--- config.mk ---
export PLATFORM = sky130hd
export DESIGN_NAME = ipv4_prefix_text_parser_flat
export DESIGN_NICKNAME = d
export VERILOG_FILES = /design/src/ipv4p_pkg.sv /design/src/ipv4p_if.sv /design/src/ipv4p_step.sv /design/src/ipv4_prefix_text_parser.sv /design/src/flat_wrapper.sv
export SDC_FILE = /design/constraint.sdc
export NUM_CORES = 1
export LEC_CHECK = 0
export BUFFER_PORTS_ARGS = -buffer_cell sky130_fd_sc_hd__buf_2
export CORE_ASPECT_RATIO = 1.25
export CORE_MARGIN = 1.5
export CORE_UTILIZATION = 59
export DETAILED_ROUTE_END_ITERATION = 12
export PLACE_DENSITY = 0.91
export SETUP_SLACK_MARGIN = 0.1
export SLEW_MARGIN = 15
export SYNTH_ARGS = -nofsm -noshare
export SYNTH_HDL_FRONTEND = slang
export SYNTH_HIERARCHICAL = 1
export SYNTH_SLANG_ARGS = --single-unit
--- constraint.sdc ---
create_clock -name clk -period 4.18 [get_ports clk]
set_clock_uncertainty 0.1 [all_clocks]
set_input_delay 0 -clock clk [delete_from_list [all_inputs] [get_ports clk]]
set_output_delay 0 -clock clk [all_outputs]
set_load 0.03 [all_outputs]
--- src/ipv4p_pkg.sv ---
package ipv4p_pkg;

  // ASCII codes that the parser recognizes.
  localparam logic [7:0] CHAR_ZERO  = 8'h30;
  localparam logic [7:0] CHAR_NINE  = 8'h39;
  localparam logic [7:0] CHAR_DOT   = 8'h2E;
  localparam logic [7:0] CHAR_SLASH = 8'h2F;

  // Saturation points of the accumulators, the largest legal octet and length, and the last dot count.
  localparam logic [8:0] OCTET_CAP  = 9'd256;
  localparam logic [8:0] OCTET_MAX  = 9'd255;
  localparam logic [5:0] LENGTH_CAP = 6'd33;
  localparam logic [5:0] MAX_LEN    = 6'd32;
  localparam logic [1:0] LAST_DOT   = 2'd3;

  // Parsing state carried from one character to the next.
  typedef struct packed {
    logic        phase;
    logic [8:0]  octet_value;
    logic [31:0] address_shift;
    logic [1:0]  dot_count;
    logic        previous_was_dot;
    logic [5:0]  length_value;
    logic        length_digits_seen;
    logic        error_seen;
  } parse_state_t;

  localparam parse_state_t STATE_RESET = '{
    phase:              1'b0,
    octet_value:        9'd0,
    address_shift:      32'd0,
    dot_count:          2'd0,
    previous_was_dot:   1'b1,
    length_value:       6'd0,
    length_digits_seen: 1'b0,
    error_seen:         1'b0
  };

  // Netmask with the top len bits set; a length of zero gives no bits.
  function automatic logic [31:0] prefix_mask(input logic [5:0] len);
    prefix_mask = ~(32'hFFFF_FFFF >> len);
  endfunction

endpackage

--- src/ipv4p_if.sv ---
interface ipv4p_in_if;
  logic       valid;
  logic       ready;
  logic [7:0] char_code;
  logic       is_last;

  modport source (output valid, output char_code, output is_last, input ready);
  modport sink   (input valid, input char_code, input is_last, output ready);
endinterface

interface ipv4p_out_if;
  logic        valid;
  logic        ready;
  logic        ok;
  logic [31:0] address;
  logic [31:0] netmask;
  logic [5:0]  prefix_length;

  modport source (output valid, output ok, output address, output netmask,
                  output prefix_length, input ready);
  modport sink   (input valid, input ok, input address, input netmask,
                  input prefix_length, output ready);
endinterface

--- src/ipv4p_step.sv ---
module ipv4p_step (
  input  ipv4p_pkg::parse_state_t cur,
  input  logic [7:0]              char_code,
  output ipv4p_pkg::parse_state_t nxt
);

  logic        is_digit;
  logic [3:0]  digit_value;
  logic [11:0] octet_sum;
  logic [8:0]  length_sum;

  assign is_digit    = (char_code >= ipv4p_pkg::CHAR_ZERO) &&
                       (char_code <= ipv4p_pkg::CHAR_NINE);
  assign digit_value = 4'(char_code - ipv4p_pkg::CHAR_ZERO);
  assign octet_sum   = 12'(cur.octet_value) * 12'd10 + 12'(digit_value);
  assign length_sum  = 9'(cur.length_value) * 9'd10 + 9'(digit_value);

  // One character of the prefix string advances the parse state.
  always_comb begin
    nxt = cur;
    if (!cur.error_seen) begin
      if (!cur.phase) begin
        priority if (is_digit) begin
          nxt.octet_value = (octet_sum > 12'(ipv4p_pkg::OCTET_CAP)) ?
                            ipv4p_pkg::OCTET_CAP : octet_sum[8:0];
          nxt.previous_was_dot = 1'b0;
        end else if (char_code == ipv4p_pkg::CHAR_DOT) begin
          if (cur.previous_was_dot || cur.dot_count == ipv4p_pkg::LAST_DOT ||
              cur.octet_value > ipv4p_pkg::OCTET_MAX) begin
            nxt.error_seen = 1'b1;
          end else begin
            nxt.address_shift    = {cur.address_shift[23:0], cur.octet_value[7:0]};
            nxt.dot_count        = cur.dot_count + 2'd1;
            nxt.octet_value      = 9'd0;
            nxt.previous_was_dot = 1'b1;
          end
        end else if (char_code == ipv4p_pkg::CHAR_SLASH) begin
          if (cur.previous_was_dot || cur.dot_count != ipv4p_pkg::LAST_DOT ||
              cur.octet_value > ipv4p_pkg::OCTET_MAX) begin
            nxt.error_seen = 1'b1;
          end else begin
            nxt.address_shift = {cur.address_shift[23:0], cur.octet_value[7:0]};
            nxt.octet_value   = 9'd0;
            nxt.phase         = 1'b1;
          end
        end else begin
          nxt.error_seen = 1'b1;
        end
      end else begin
        // After the slash only digits of the length are legal.
        if (is_digit) begin
          nxt.length_value = (length_sum > 9'(ipv4p_pkg::LENGTH_CAP)) ?
                             ipv4p_pkg::LENGTH_CAP : length_sum[5:0];
          nxt.length_digits_seen = 1'b1;
        end else begin
          nxt.error_seen = 1'b1;
        end
      end
    end
  end

endmodule

--- src/ipv4_prefix_text_parser.sv ---
// Channel   Dir  Role    Payload
// chars     in   sink    char_code[7:0], is_last
// result    out  source  ok, address[31:0], netmask[31:0], prefix_length[5:0]
//
// One character is taken per cycle while chars.ready is high; the parse state updates in that cycle.
// The result appears in the output register in the cycle after the last character is taken.
// A stalled result holds chars.ready low only until it is taken; while the
// result is being taken in the same cycle a new character is still accepted.
// rst is synchronous and active high; it empties the result register and
// returns the parse state to the start of a string.
module ipv4_prefix_text_parser (
  input  logic              clk,
  input  logic              rst,
  ipv4p_in_if.sink          chars,
  ipv4p_out_if.source       result
);

  ipv4p_pkg::parse_state_t st;
  ipv4p_pkg::parse_state_t st_next;
  logic                    accept;
  logic                    final_ok;

  assign chars.ready = !result.valid || result.ready;
  assign accept      = chars.valid && chars.ready;

  ipv4p_step u_step (
    .cur       (st),
    .char_code (chars.char_code),
    .nxt       (st_next)
  );

  assign final_ok = !st_next.error_seen && st_next.phase &&
                    st_next.length_digits_seen &&
                    (st_next.length_value <= ipv4p_pkg::MAX_LEN);

  // Parse state: advance on each character, restart after the last one.
  always_ff @(posedge clk) begin
    if (rst) begin
      st <= ipv4p_pkg::STATE_RESET;
    end else if (accept) begin
      st <= chars.is_last ? ipv4p_pkg::STATE_RESET : st_next;
    end
  end

  // Result valid flag.
  always_ff @(posedge clk) begin
    if (rst) begin
      result.valid <= 1'b0;
    end else if (accept && chars.is_last) begin
      result.valid <= 1'b1;
    end else if (result.ready) begin
      result.valid <= 1'b0;
    end
  end

  // Result payload, zeroed on rejection.
  always_ff @(posedge clk) begin
    if (accept && chars.is_last) begin
      result.ok            <= final_ok;
      result.address       <= final_ok ? st_next.address_shift : 32'd0;
      result.netmask       <= final_ok ?
                              ipv4p_pkg::prefix_mask(st_next.length_value) : 32'd0;
      result.prefix_length <= final_ok ? st_next.length_value : 6'd0;
    end
  end

  // A character without the last mark never raises a result.
  assert property (@(posedge clk) disable iff (rst)
    accept && !chars.is_last |=> !$rose(result.valid))
    else $error("result raised by a non-final character");

  // The parse state restarts after the last character.
  assert property (@(posedge clk) disable iff (rst)
    accept && chars.is_last |=> (st == ipv4p_pkg::STATE_RESET))
    else $error("parse state not restarted after a string");

  // A rejected string carries an all-zero payload.
  assert property (@(posedge clk) disable iff (rst)
    result.valid && !result.ok |->
      (result.address == 32'd0) && (result.netmask == 32'd0) &&
      (result.prefix_length == 6'd0))
    else $error("rejected result with nonzero payload");

  // An accepted string has a legal length and the matching netmask.
  assert property (@(posedge clk) disable iff (rst)
    result.valid && result.ok |->
      (result.prefix_length <= ipv4p_pkg::MAX_LEN) &&
      (result.netmask == ipv4p_pkg::prefix_mask(result.prefix_length)))
    else $error("accepted result with bad length or netmask");

endmodule

--- src/flat_wrapper.sv ---
// flat-port wrapper written by rule: the top's interface ports become plain ports
module ipv4_prefix_text_parser_flat 
  (clk, rst, chars_valid, chars_char_code, chars_is_last, chars_ready, result_valid, result_ok, result_address, result_netmask, result_prefix_length, result_ready);
  ipv4p_in_if chars_i ();
  ipv4p_out_if result_i ();
  input  logic clk;
  input  logic rst;
  input wire logic [$bits(chars_i.valid)-1:0] chars_valid;
  input wire logic [$bits(chars_i.char_code)-1:0] chars_char_code;
  input wire logic [$bits(chars_i.is_last)-1:0] chars_is_last;
  output wire logic [$bits(chars_i.ready)-1:0] chars_ready;
  output wire logic [$bits(result_i.valid)-1:0] result_valid;
  output wire logic [$bits(result_i.ok)-1:0] result_ok;
  output wire logic [$bits(result_i.address)-1:0] result_address;
  output wire logic [$bits(result_i.netmask)-1:0] result_netmask;
  output wire logic [$bits(result_i.prefix_length)-1:0] result_prefix_length;
  input wire logic [$bits(result_i.ready)-1:0] result_ready;
  assign chars_i.valid = chars_valid;
  assign chars_i.char_code = chars_char_code;
  assign chars_i.is_last = chars_is_last;
  assign chars_ready = chars_i.ready;
  assign result_valid = result_i.valid;
  assign result_ok = result_i.ok;
  assign result_address = result_i.address;
  assign result_netmask = result_i.netmask;
  assign result_prefix_length = result_i.prefix_length;
  assign result_i.ready = result_ready;
  ipv4_prefix_text_parser u_core (.clk(clk), .rst(rst), .chars(chars_i), .result(result_i));
endmodule
; ---- Word-level counts from Yosys, hierarchy flattened
; Index checks and enable logic that the tools add are counted.
; W data, S select, Z words.
[word_totals]
ramBits = 0
romBits = 0
reg_bits = 125
out_inout_bits = 73
latchBits = 0
word_cells = 84
n_memories = 0
[op_classes]
n_div = 0
n_reduce_logical = 20
shift = 1
n_addsub = 4
n_lt_le_gt_ge = 6
mul = 2
eq_ne = 11
bitwise = 1
mux = 26
[ops]
columns = operator, count
row1 = $mux W53, 2
row2 = $mux W42, 2
row3 = $mux W45, 1
row4 = $mux W44, 1
row5 = $mux W41, 1
row6 = $mux W34, 1
row7 = $not A32 Y32, 1
row8 = $shr A32 B6 Y32 const A, 1
row9 = $mux W9, 2
row10 = $eq A8 B6 Y1 const B, 2
row11 = $mux W7, 2
row12 = $add A12 B4 Y12, 1
row13 = $gt A12 B9 Y1 const B, 1
row14 = $mux W1, 12
row15 = $reduce_and A6 Y1, 2
row16 = $mul A9 B3 Y11 const B, 1
row17 = $ne A2 B2 Y1 const B, 5
row18 = $add A9 B4 Y9, 1
row19 = $gt A9 B6 Y1 const B, 1
row20 = $gt A9 B8 Y1 const B, 1
row21 = $ge A8 B6 Y1 const B, 1
row22 = $le A8 B6 Y1 const B, 1
row23 = $mul A6 B3 Y8 const B, 1
row24 = $ne A4 B4 Y1 const B, 2
row25 = other kinds (14), 25

; ---- Depth between registers and ports, before layout
; Gate-level depths: netlist (run 1).
[depth]
depth_word = 13
mapped_depth = 16
ltp_nobuf = 14

; ---- Hierarchy
; Netlist (run 1), hierarchy kept.
[by_module_without_submodules]
columns = module, cells_per_inst, n_inst, area_each_um2
row1 = ipv4_prefix_text_parser, 464, 1, 5226.3
row2 = ipv4p_step, 207, 1, 1716.6

; ---- Worst setup path before layout (run 1)
; OpenSTA, ideal clock, no wires.
[synth_timing]
path_type = register to register
startpoint = register u_core/st[3] (netlist name)
endpoint = register u_core.result.netmask[31], data pin
required_time_ns = 3.809
arrival_time_ns = 3.380
synth_period_minus_slack_ns = 3.752
setup_slack_ns = 0.428
setup_ns = 0.271
stages_incl_launch_ff = 15
path_cell_list = dfxtp_1 -> ha_1 -> ha_1 -> fa_1 -> a21o_1 -> a21oi_1 -> xnor2_1 -> or2_1 -> a2111oi_0 -> nor2_1 -> a32o_1 -> buf_2 -> or3_1 -> nor3_1 -> o22ai_1
[synth_rtl]
columns = element, line_no
row1 = "start, declared", ipv4_prefix_text_parser.sv:18  ; ipv4p_pkg::parse_state_t st;
row2 = "start signal, assigned", ipv4_prefix_text_parser.sv:39  ; st <= ipv4p_pkg::STATE_RESET;
row3 = "start signal, assigned", ipv4_prefix_text_parser.sv:41  ; st <= chars.is_last ? ipv4p_pkg::STATE_RESET : st_next;
row4 = "end signal, assigned", ipv4_prefix_text_parser.sv:61  ; result.netmask <= final_ok ?
row5 = "end, declared", ipv4p_if.sv:19  ; modport source (output valid, output ok, output address, output netmask,

==> metrics.cfg, run 1 <==
[pwr]
p_switching_w=0.000720
power_frac_seq_pct=44.6
leakage_nw=3.12
p_comb_share_pct=6.7
share_clk_of_total_power_pct=48.7
swShare_pct=24.2
cellPowerDensity_nw_per_um2=367
vdd_drop_max_mv=0.265
p_int_w=0.00226

[synthesis]
synthArstFlopShare_pct=0
ys.flop_type=edfxtp_1
yosys_warnings=6
synth_fp_nets=717
synth_area_per_cell_um2=10.3
netlist_area_um2=6940
synth_edf_count=70
yosysTopAreaCellShare_pct=30.3
ys_seq_elements=124
synth_cell_types=60
yosysSeqAreaShare_pct=45.8
synth_top_area_cell=edfxtp_1
synth_area_leaders=edfxtp_1, dfxtp_1, a21oi_1
syn_inst=671

[critical_path]
critPathArrivalTime_ns=4.15
path_cells=ha_1 > ha_1 > fa_1 > a21o_1 > a21oi_1 > xnor2_1 > or2_1 > o21ai_1 > o2bb2ai_2 > a31oi_4 > buf_4 > or3_1 > nor3_1 > o22ai_1
path_max_fanout=10
worst-path-buf-inv=1
slowest_stage=fa_1
critPathMostFrequentCell=ha_1
cpPeakStageDelay_ns=0.43
crit_type=reg -> reg
endpoint_kind=register
cp-start-kind=register
cp_data_required_time_ns=4.19
cp_top_family=compound AO/OA/AOI/OAI gates

[timing]
fmax_ghz=0.241
timing.slew.headroom_pct=31.9
period_needed_ns=4.14
period_share_pct=99.1
worst_slew_pin_slew_ns=1.02
finalSetupViolCount=0
hold_viol=0
slew_viol_final=0
fin_ws_ns=0.0379

[final_layout]
areaGrowthSynthToFinish_pct=16.7
nets=789
final_util_pct=70.1
n_fill_cell=753
diodes=0
drive_gt1_share_pct=25.1

[die]
num_rows=44
fp.dieH_um=124
dieArea_um2=12400
die_w_um=100
core_um2=11600
initial_core_util_pct=60.1
ioPinCount=86

[clock_network]
cts_max_path_buffers=2
ctsHtreeMaxLevel=4
clk_latency_ns=0.42
cts.sinks=124
cts_tree=built
clk_pin_slew_ns=0.06
root_buffer=clkbuf_16
numCtsBuffers=17

[detailed_routing]
routed_via_density=6.81
drc_errors=0
via_count=6087
drtIter0Drc=807
firstDrtPassIters=9
wl_mm=18.5
wl_per_cell_um=20.7
drtAntennaViolNets=0

[grt]
track_usage_pct=28.0
grt_pass1_vias=5723
grt_pass1_wl_mm=28.0
grt_remaining_overflow=0
antenna_found_initial=0
grt_max_degree=71

[placed_design]
port_buffers=85
hpwlAfterDp_mm=10.4
place_congestion=0.875
post-place-ws_ns=0.100

[hold_path]
hp-class=in -> reg

[flow_run]
drv_cap=0

[run_status]
status=completed

[through the flow]
step | power [W] | cells | area, um2 | hold WS (ns) | TNS (ns)
floorplan | 0.00149 | 671 | 6940 | 0.0562 | 0
global placement | 0.00154 | 851 | 7350 | 0.320 | 0
detailed placement | 0.00155 | 851 | 7350 | 0.331 | 0
CTS | 0.00297 | 884 | 7950 | 0.0646 | 0
global route | 0.00305 | 894 | 8110 | 0.123 | -0.0659
finish | 0.00298 | 894 | 8110 | 0.0838 | 0
[final timing paths]
kind,startpoint,to,slack (ns),cells after the start
worst max-delay path,u_core/st[5],u_core/result.netmask[31],0.04,14
worst min-delay path,chars_char_code[4],u_core/st[8],0.08,6
worst max register to register,u_core/st[5],u_core/result.netmask[31],0.04,14
worst min register to register,u_core/st[37],u_core/st[37],0.38,2
[worst min-delay path, stage by stage]
cell and delay, ns:
buf_2 0.12, nand2_1 0.09, nor2_1 0.08, a21oi_1 0.11
nor4_1 0.06, o21bai_1 0.11
[cell usage in the layout (no fill, tap or decap), types with 8 or more instances in the layout]
master and instances:
a32o_1 9, clkbuf_16 17, buf_4 22, a21oi_1 91
o21ai_0 58, ha_1 29, buf_2 85, nand2_1 26
dfxtp_1 53, xnor2_1 11, nand4b_1 52, a21o_1 8
nor2_1 20, and2_1 38, nand3_1 12, edfxtp_1 70
mux2_2 26
[cell type report]
cell class                      instances  area [um2]  share of cell area (%)
Clock buffer                           18         439                    5.42
Tap cell                              138         173                    2.13
Sequential cell                       124        3180                    39.3
Timing Repair inverter                  1        6.26                  0.0772
Timing Repair Buffer                  109         612                    7.55
Inverter                                9        47.5                   0.587
Clock inverter                         14         144                    1.78
Multi-Input combinational cell        481        3500                    43.2
[cell families after synthesis]
logic type | count (synthesis) | synth area share, %
compound gates | 200 | 16.6
xor+xnor | 19 | 2.51
fa+ha+maj | 33 | 6.38
buf+inv | 67 | 4.97
flops | 124 | 45.8
mux | 33 | 5.33
simple gates | 195 | 18.3
[cell usage after synthesis (all sizes together), types with 3 or more instances]
library cell,count
edfxtp,70
mux2,32
and3,4
ha,29
nor3,7
a21oi,92
fa,4
o21ai,64
nand3b,5
nor2,21
xor2,8
nand2,26
a21o,8
nand4b,52
xnor2,11
a32o,12
clkbuf,28
buf,30
nand3,12
o21a,4
o21bai,3
nor2b,3
a31oi,6
or3,4
inv,9
nor4,6
and2,38
nand2b,3
dfxtp,54
nand4,3
or2,3
[metal layers]
layer	part of all wire (%)	track usage [%]	up-vias	routed length, um
li1	-	-	2674	-
met1	38	35.6	2896	6960
met2	49	46.0	433	9050
met3	9.6	6.06	84	1780
met4	3.8	11.4	0	702
met5	0	0	-	0
[power groups by stage]
stage	logic, W	clock network [W]	registers (W)
floorplan	0.0000695	0	0.00142
detailed placement	0.000193	0	0.00135
CTS	0.000194	0.00145	0.00133
global route	0.000209	0.00151	0.00133
finish	0.000199	0.00145	0.00133
global placement	0.000189	0	0.00135
[repair_timing]
item,in CTS,in global routing
hold buffers,1,0
setup buffers,0,8
endpoints found under the hold margin,10,0
cloned,0,2
pin swaps,0,8
setup endpoints to repair,19,65
gates resized for setup,2,19
[flip-flops by register name, summed over array words and instances (netlist names)]
signal	flops
u_core/result.address	32
u_core/result.prefix_length	5
u_core/st	53
u_core/result.netmask	32
u_core/result.valid	1
u_core/result.ok	1
Power figures use the tool's default switching activity.
==> run 2: changes to the inputs <==
--- a/config.mk
+++ b/config.mk
@@ -5,10 +5,13 @@
 export SDC_FILE = /design/constraint.sdc
 export NUM_CORES = 1
 export LEC_CHECK = 0
+export ABC_AREA = 1
 export BUFFER_PORTS_ARGS = -buffer_cell sky130_fd_sc_hd__buf_2
+export CELL_PAD_IN_SITES_DETAIL_PLACEMENT = 0
+export CELL_PAD_IN_SITES_GLOBAL_PLACEMENT = 1
 export CORE_ASPECT_RATIO = 1.25
-export CORE_MARGIN = 1.5
-export CORE_UTILIZATION = 59
+export CORE_MARGIN = 5
+export CORE_UTILIZATION = 44
 export DETAILED_ROUTE_END_ITERATION = 12
 export PLACE_DENSITY = 0.91
 export SETUP_SLACK_MARGIN = 0.1
==> run 2 against run 1 <==
  * Worst setup slack better by 0.37 ns
  * Via count decreased by 3.0%
  * Synthesized cell count grew 33%
  * Non-clock buffer count down 9
  * Flip-flop and latch count unchanged
  * Combinational power increased by 92%
  * Sequential share of layout area down 1.8 points
  * Power rose by 13%
  * Wire length shrank 13%
  * Global-route usage shrank 11 points
  * Largest cell class unchanged
==> metrics.cfg, run 2 <==
[synthesis]
synthArstFlopShare_pct=0
synth_top_area_cell=edfxtp_1
netlist_area_um2=7200
ys_seq_elements=124
yosys_warnings=6
synth_compound_area_share_pct=7.16
synth_top_family_by_area=simple AND/OR/NAND/NOR gates
synth_most_common_cell=nor2_1
ys.flop_type=edfxtp_1
synth_area_per_cell_um2=8.08
syn_inst=891
synth_common_cells=nor2_1, inv_1, nand2_1, edfxtp_1, dfxtp_1
synth_fp_nets=937
yosysSeqAreaShare_pct=44.2
synthAdderAreaFrac_pct=6.15
synth_area_leaders=edfxtp_1, dfxtp_1, nor2_1
synthXorXnorAreaFrac_pct=0.851
synth_edf_count=70
yosysTopAreaCellShare_pct=29.2
synthMuxAreaShare_pct=4.45
synth_cell_types=41
synth_simple_gate_area_share_pct=27.6

[run_status]
status=completed

[clock_network]
numCtsBuffers=17
cts_max_path_buffers=2
clk_pin_slew_ns=0.06
cts_tree=built
cts.sinks=124
root_buffer=clkbuf_16
ctsHtreeMaxLevel=4
cts_setup_buffers=0
clk_latency_ns=0.41

[final_layout]
largest_register=u_core/st
n_fill_cell=1595
final_common_cell=nor2_1
drive_gt1_share_pct=17.7
nets=1018
final_cell_mix=nor2_1, inv_1, nand2_1
diodes=0
areaGrowthSynthToFinish_pct=18.0
largest_reg_flops=53
top_regs=u_core/st x53, u_core/result.address x32, u_core/result.netmask x32

[detailed_routing]
drtIter0Drc=336
wl_mm=16.0
firstDrtPassIters=5
wl_per_cell_um=13.3
drc_errors=0
routed_via_density=4.92
via_count=5905
drtAntennaViolNets=0

[pwr]
cellPowerDensity_nw_per_um2=395
leakage_nw=4.12
vdd_drop_max_mv=0.252
p_total_w=0.00336

[critical_path]
cp-start-kind=register
critPathArrivalTime_ns=3.80
cp_data_required_time_ns=4.21
path_max_fanout=68
endpoint_kind=register
crit_type=reg -> reg

[timing]
tns_ns=0
timing.slew.headroom_pct=24.2
hold_viol=0
slew_viol_final=0
period_needed_ns=3.77
finalSetupViolCount=0
worst_slew_pin_slew_ns=1.14
holdWs_ns=0.111
rsz0062_at_grt=no
fmax_ghz=0.265
period_share_pct=90.2

[hold_path]
hp-class=in -> reg

[flow_run]
drv_cap=0

[die]
fp.dieH_um=153
dieArea_um2=19000
ioPinCount=86
core_um2=16100
num_rows=52
die_w_um=124
initial_core_util_pct=44.6

[placed_design]
hpwlAfterDp_mm=11.2
port_buffers=85
place_congestion=0.852

[grt]
grt_remaining_overflow=0
track_usage_pct=17.1
grt_pass1_wl_mm=27.4
grt_max_degree=69
antenna_found_initial=0
grt_pass1_vias=5679

==> run 2: cell count changes after synthesis, moves of 22 or more <==
cell | before | now
nor2_1 | 21 | 201
inv_1 | 7 | 125
nand2_1 | 26 | 113
a21oi_1 | 91 | 39
nand4b_1 | 52 | 0
nand3_1 | 12 | 52
and2_1 | 38 | 0
mux2i_1 | 1 | 32
mux2_2 | 26 | 0
nor2_4 | 0 | 22
==> run 2: metal layers <==
metal  wire (um)  GRT usage [%]  share of wire [%]  vias up
met2        8010           29.5                 50      124
met4         146           5.07               0.91        0
met5           0              0                  0        -
met3         620           3.73                3.9       12
li1            -              -                  -     3029
met1        7240           21.6                 45     2740
==> run 2: timing repair <==
| action | CTS | global route |
|---|---|---|
| hold buffers | 3 | 0 |
| hold endpoints to repair | 14 | 0 |
| endpoints found under the setup margin | 0 | 46 |
| resized for setup | 0 | 3 |
==> run 2: worst paths after layout <==
kind	cells past startpoint	slack, ns	from	end
worst max-delay path	18	0.41	u_core/st[3]	u_core/result.address[8]
worst min-delay path	8	0.11	chars_char_code[0]	u_core/st[10]
worst max register to register	18	0.41	u_core/st[3]	u_core/result.address[8]
worst min register to register	2	0.38	u_core/st[1]	u_core/st[1]
==> run 2: worst max-delay path: stages, from the launching register on <==
cell      delay (ns)
dfxtp_1         0.44
ha_1            0.27
ha_1            0.23
fa_1            0.40
xor2_1          0.27
inv_1           0.08
nor3_1          0.23
nor2_1          0.06
o21ai_0         0.17
nor2_1          0.07
nand2_1         0.14
o21bai_1        0.08
inv_1           0.18
nor2_4          0.07
nand3_2         0.07
nand2_2         0.08
nand2_4         0.09
buf_16          0.33
nor2_1          0.10
==> run 2: cell families after synthesis <==
| family | Yosys count |
|---|---|
| AND/OR/NAND/NOR | 430 |
| buffers and inverters | 166 |
| flip-flops | 124 |
| AO/OA/AOI/OAI | 99 |
| adder cells (fa/ha/maj) | 33 |
| multiplexers | 32 |
| XOR/XNOR | 7 |
==> run 2: final cells by class <==
type | instances | area (um2) | area share (%)
Timing Repair Buffer | 100 | 566 | 6.66
Sequential cell | 124 | 3180 | 37.5
Tap cell | 216 | 270 | 3.18
Inverter | 128 | 480 | 5.65
Multi-Input combinational cell | 601 | 3350 | 39.4
Clock buffer | 18 | 429 | 5.05
Clock inverter | 14 | 219 | 2.58
==> run 2: report_power, final <==
group	total [W]	leakage, nW	switching, W	internal (W)
Sequential	0.00137	1.08	0.0000298	0.00134
Combinational	0.000383	2.73	0.000271	0.000112
Clock	0.00160	0.310	0.000543	0.00106
==> run 2: stage by stage <==
| stage | instances | area (um2) | setup slack [ns] | utilization (%) |
|---|---|---|---|---|
| finish | 1201 | 8500 | 0.410 | 52.7 |
| global route | 1201 | 8500 | 0.0966 | 52.7 |
| CTS | 1201 | 8490 | 0.354 | 52.6 |
| detailed placement | 1166 | 7810 | 0.437 | 48.4 |
| global placement | 1166 | 7810 | 0.556 | 48.4 |
| floorplan | 891 | 7200 | 0.622 | - |
==> run 3: changes to the inputs <==
==> constraint.sdc (replaced) <==
create_clock -name clk -period 3.7 [get_ports clk]
set_clock_uncertainty 0.1 [all_clocks]
set_input_delay 0 -clock clk [delete_from_list [all_inputs] [get_ports clk]]
set_output_delay 0 -clock clk [all_outputs]
set_load 0.03 [all_outputs]
==> run 3 against run 2 <==
  * Register-to-register slack worse by 0.13 ns
  * Flip-flop and latch count unchanged
  * Worst setup slack got worse by 0.13 ns
  * Non-clock buffer count up 4
  * Sequential power up 13%
  * Cell area grew 0.82%
  * Die area stayed put
  * Final cell count increased by 0.33%
==> metrics.cfg, run 3 (same netlist as run 2, synthesis figures left out) <==
[run_status]
status=completed

[final_layout]
final_common_cell=nor2_1
nets=1022
largest_reg_flops=53
areaGrowthSynthToFinish_pct=19.0
drive_gt1_share_pct=18.8
diodes=0
largest_register=u_core/st
final_cell_area_um2=8570
final_cell_mix=nor2_1, inv_1, nand2_1
top_regs=u_core/st x53, u_core/result.address x32, u_core/result.netmask x32

[timing]
fmax_ghz=0.293
period_needed_ns=3.41
worst_slew_pin_slew_ns=1.18
hold_viol=0
timing.slew.headroom_pct=21.5
fin_ws_ns=0.285
rsz0062_at_grt=no
finalSetupViolCount=0
period_share_pct=92.3
holdWs_ns=0.0990
tns_ns=0
slew_viol_final=0

[detailed_routing]
firstDrtPassIters=5
drc_errors=0
via_count=5926
wl_per_cell_um=13.3
drtIter0Drc=449
drtAntennaViolNets=0
wl_mm=16.0
routed_via_density=4.92

[grt]
grt_remaining_overflow=0
antenna_found_initial=0
track_usage_pct=16.8
grt_max_degree=71
grt_pass1_wl_mm=27.0
grt_pass1_vias=5660

[placed_design]
dpl_cell_area_um2=7860
post-place-ws_ns=0.00397
hpwlAfterDp_mm=11.2
place_congestion=0.842
port_buffers=85

[pwr]
vdd_drop_max_mv=0.277
cellPowerDensity_nw_per_um2=435
leakage_nw=4.14

[clock_network]
numCtsBuffers=17
cts.sinks=124
root_buffer=clkbuf_16
cts_max_path_buffers=2
clk_pin_slew_ns=0.06
cts_tree=built
clk_latency_ns=0.41
ctsHtreeMaxLevel=4

[critical_path]
worstSetupStartpoint=u_core/st[5]
cpPeakStageDelay_ns=0.56
r2r-end=u_core/result.address[3]
worst-path-stages=17
worst-path-buf-inv=3
slowest_stage=fa_2
crit_type=reg -> reg
path_max_fanout=18
path_cells=ha_1 > ha_1 > fa_2 > xor2_1 > inv_1 > nand2_1 > o21ai_0 > nor2_1 > nand2_2 > o21bai_1 > inv_2 > nor2_4 > nand3_2 > nand2_2 > nand2_8 > buf_12 > nor2_1
endpoint_kind=register
cp_data_required_time_ns=3.85
regToRegStartpoint=u_core/st[5]
critPathArrivalTime_ns=3.57
cp-start-kind=register
reg2regPathDepth=17
cp_top_family=adder cells
crit_end=u_core/result.address[3]
r2r_setup_slack_ns=0.29

[die]
die_w_um=124
initial_core_util_pct=44.6
fp.dieH_um=153
core_um2=16100
ioPinCount=86
dieArea_um2=19000
num_rows=52

[flow_run]
drv_cap=0

[hold_path]
hp-class=in -> reg

## run 3: cell count changes in the layout (fill, tap and decap cells not counted), moves of 2 or more
cell	delta
buf_4	+2
buf_12	+3
o21ai_0	-3
o21ai_1	+2
## run 3: report_power, final
group / leakage (nW) / internal, W / total, W / switching, W
clock network: 0.301 / 0.00113 / 0.00173 / 0.000606
logic: 2.75 / 0.000133 / 0.000445 / 0.000312
registers: 1.08 / 0.00151 / 0.00155 / 0.0000318
total: 4.14 / 0.00277 / 0.00372 / 0.000950
## run 3: routing by layer
layer	global-route usage, %	wire length, um	vias up
li1	-	-	3036
met1	20.6	6980	2745
met2	29.9	8100	131
met3	3.07	706	14
met4	5.22	218	0
met5	0	0	-
## run 3: metrics by stage
step / utilization, % / cells / power (W)
after floorplan: - / 891 / 0.00189
after CTS: 52.8 / 1205 / 0.00374
after global placement: 48.7 / 1170 / 0.00200
final: 53.1 / 1205 / 0.00372
after global routing: 53.1 / 1205 / 0.00388
after detailed placement: 48.7 / 1170 / 0.00201
## run 3: worst reg2reg max path: stages, from the launching register on
cell	delay (ns)
dfxtp_2	0.34
ha_1	0.27
ha_1	0.23
fa_2	0.56
xor2_1	0.19
inv_1	0.06
nand2_1	0.05
o21ai_0	0.07
nor2_1	0.14
nand2_2	0.11
o21bai_1	0.20
inv_2	0.10
nor2_4	0.14
nand3_2	0.10
nand2_2	0.14
nand2_8	0.13
buf_12	0.22
nor2_1	0.12
## run 3: area by class of cell
class,instances,area (um2)
Tap cell,216,270
Sequential cell,124,3180
Clock inverter,15,198
Inverter,128,484
Clock buffer,17,425
Multi-Input combinational cell,601,3390
Timing Repair Buffer,104,613
Fill cell,1529,7570
## run 3: what timing repair did
item	CTS	global route
setup endpoints to repair	63	74
pin swaps	0	2
hold buffers	3	0
hold endpoints to repair	14	0
resized for setup	4	10
setup buffers	0	0
## run 3: worst min path at each step
stage	from	to	slack (ns)	cells after the start
floorplan	rst	u_core/st[0]	-0.03	1
global placement	rst	u_core/st[50]	0.28	2
detailed placement	rst	u_core/st[45]	0.28	2
CTS	chars_char_code[0]	u_core/st[10]	0.09	8
global route	chars_is_last	u_core/st[50]	0.18	4
finish	chars_char_code[0]	u_core/st[10]	0.1	8
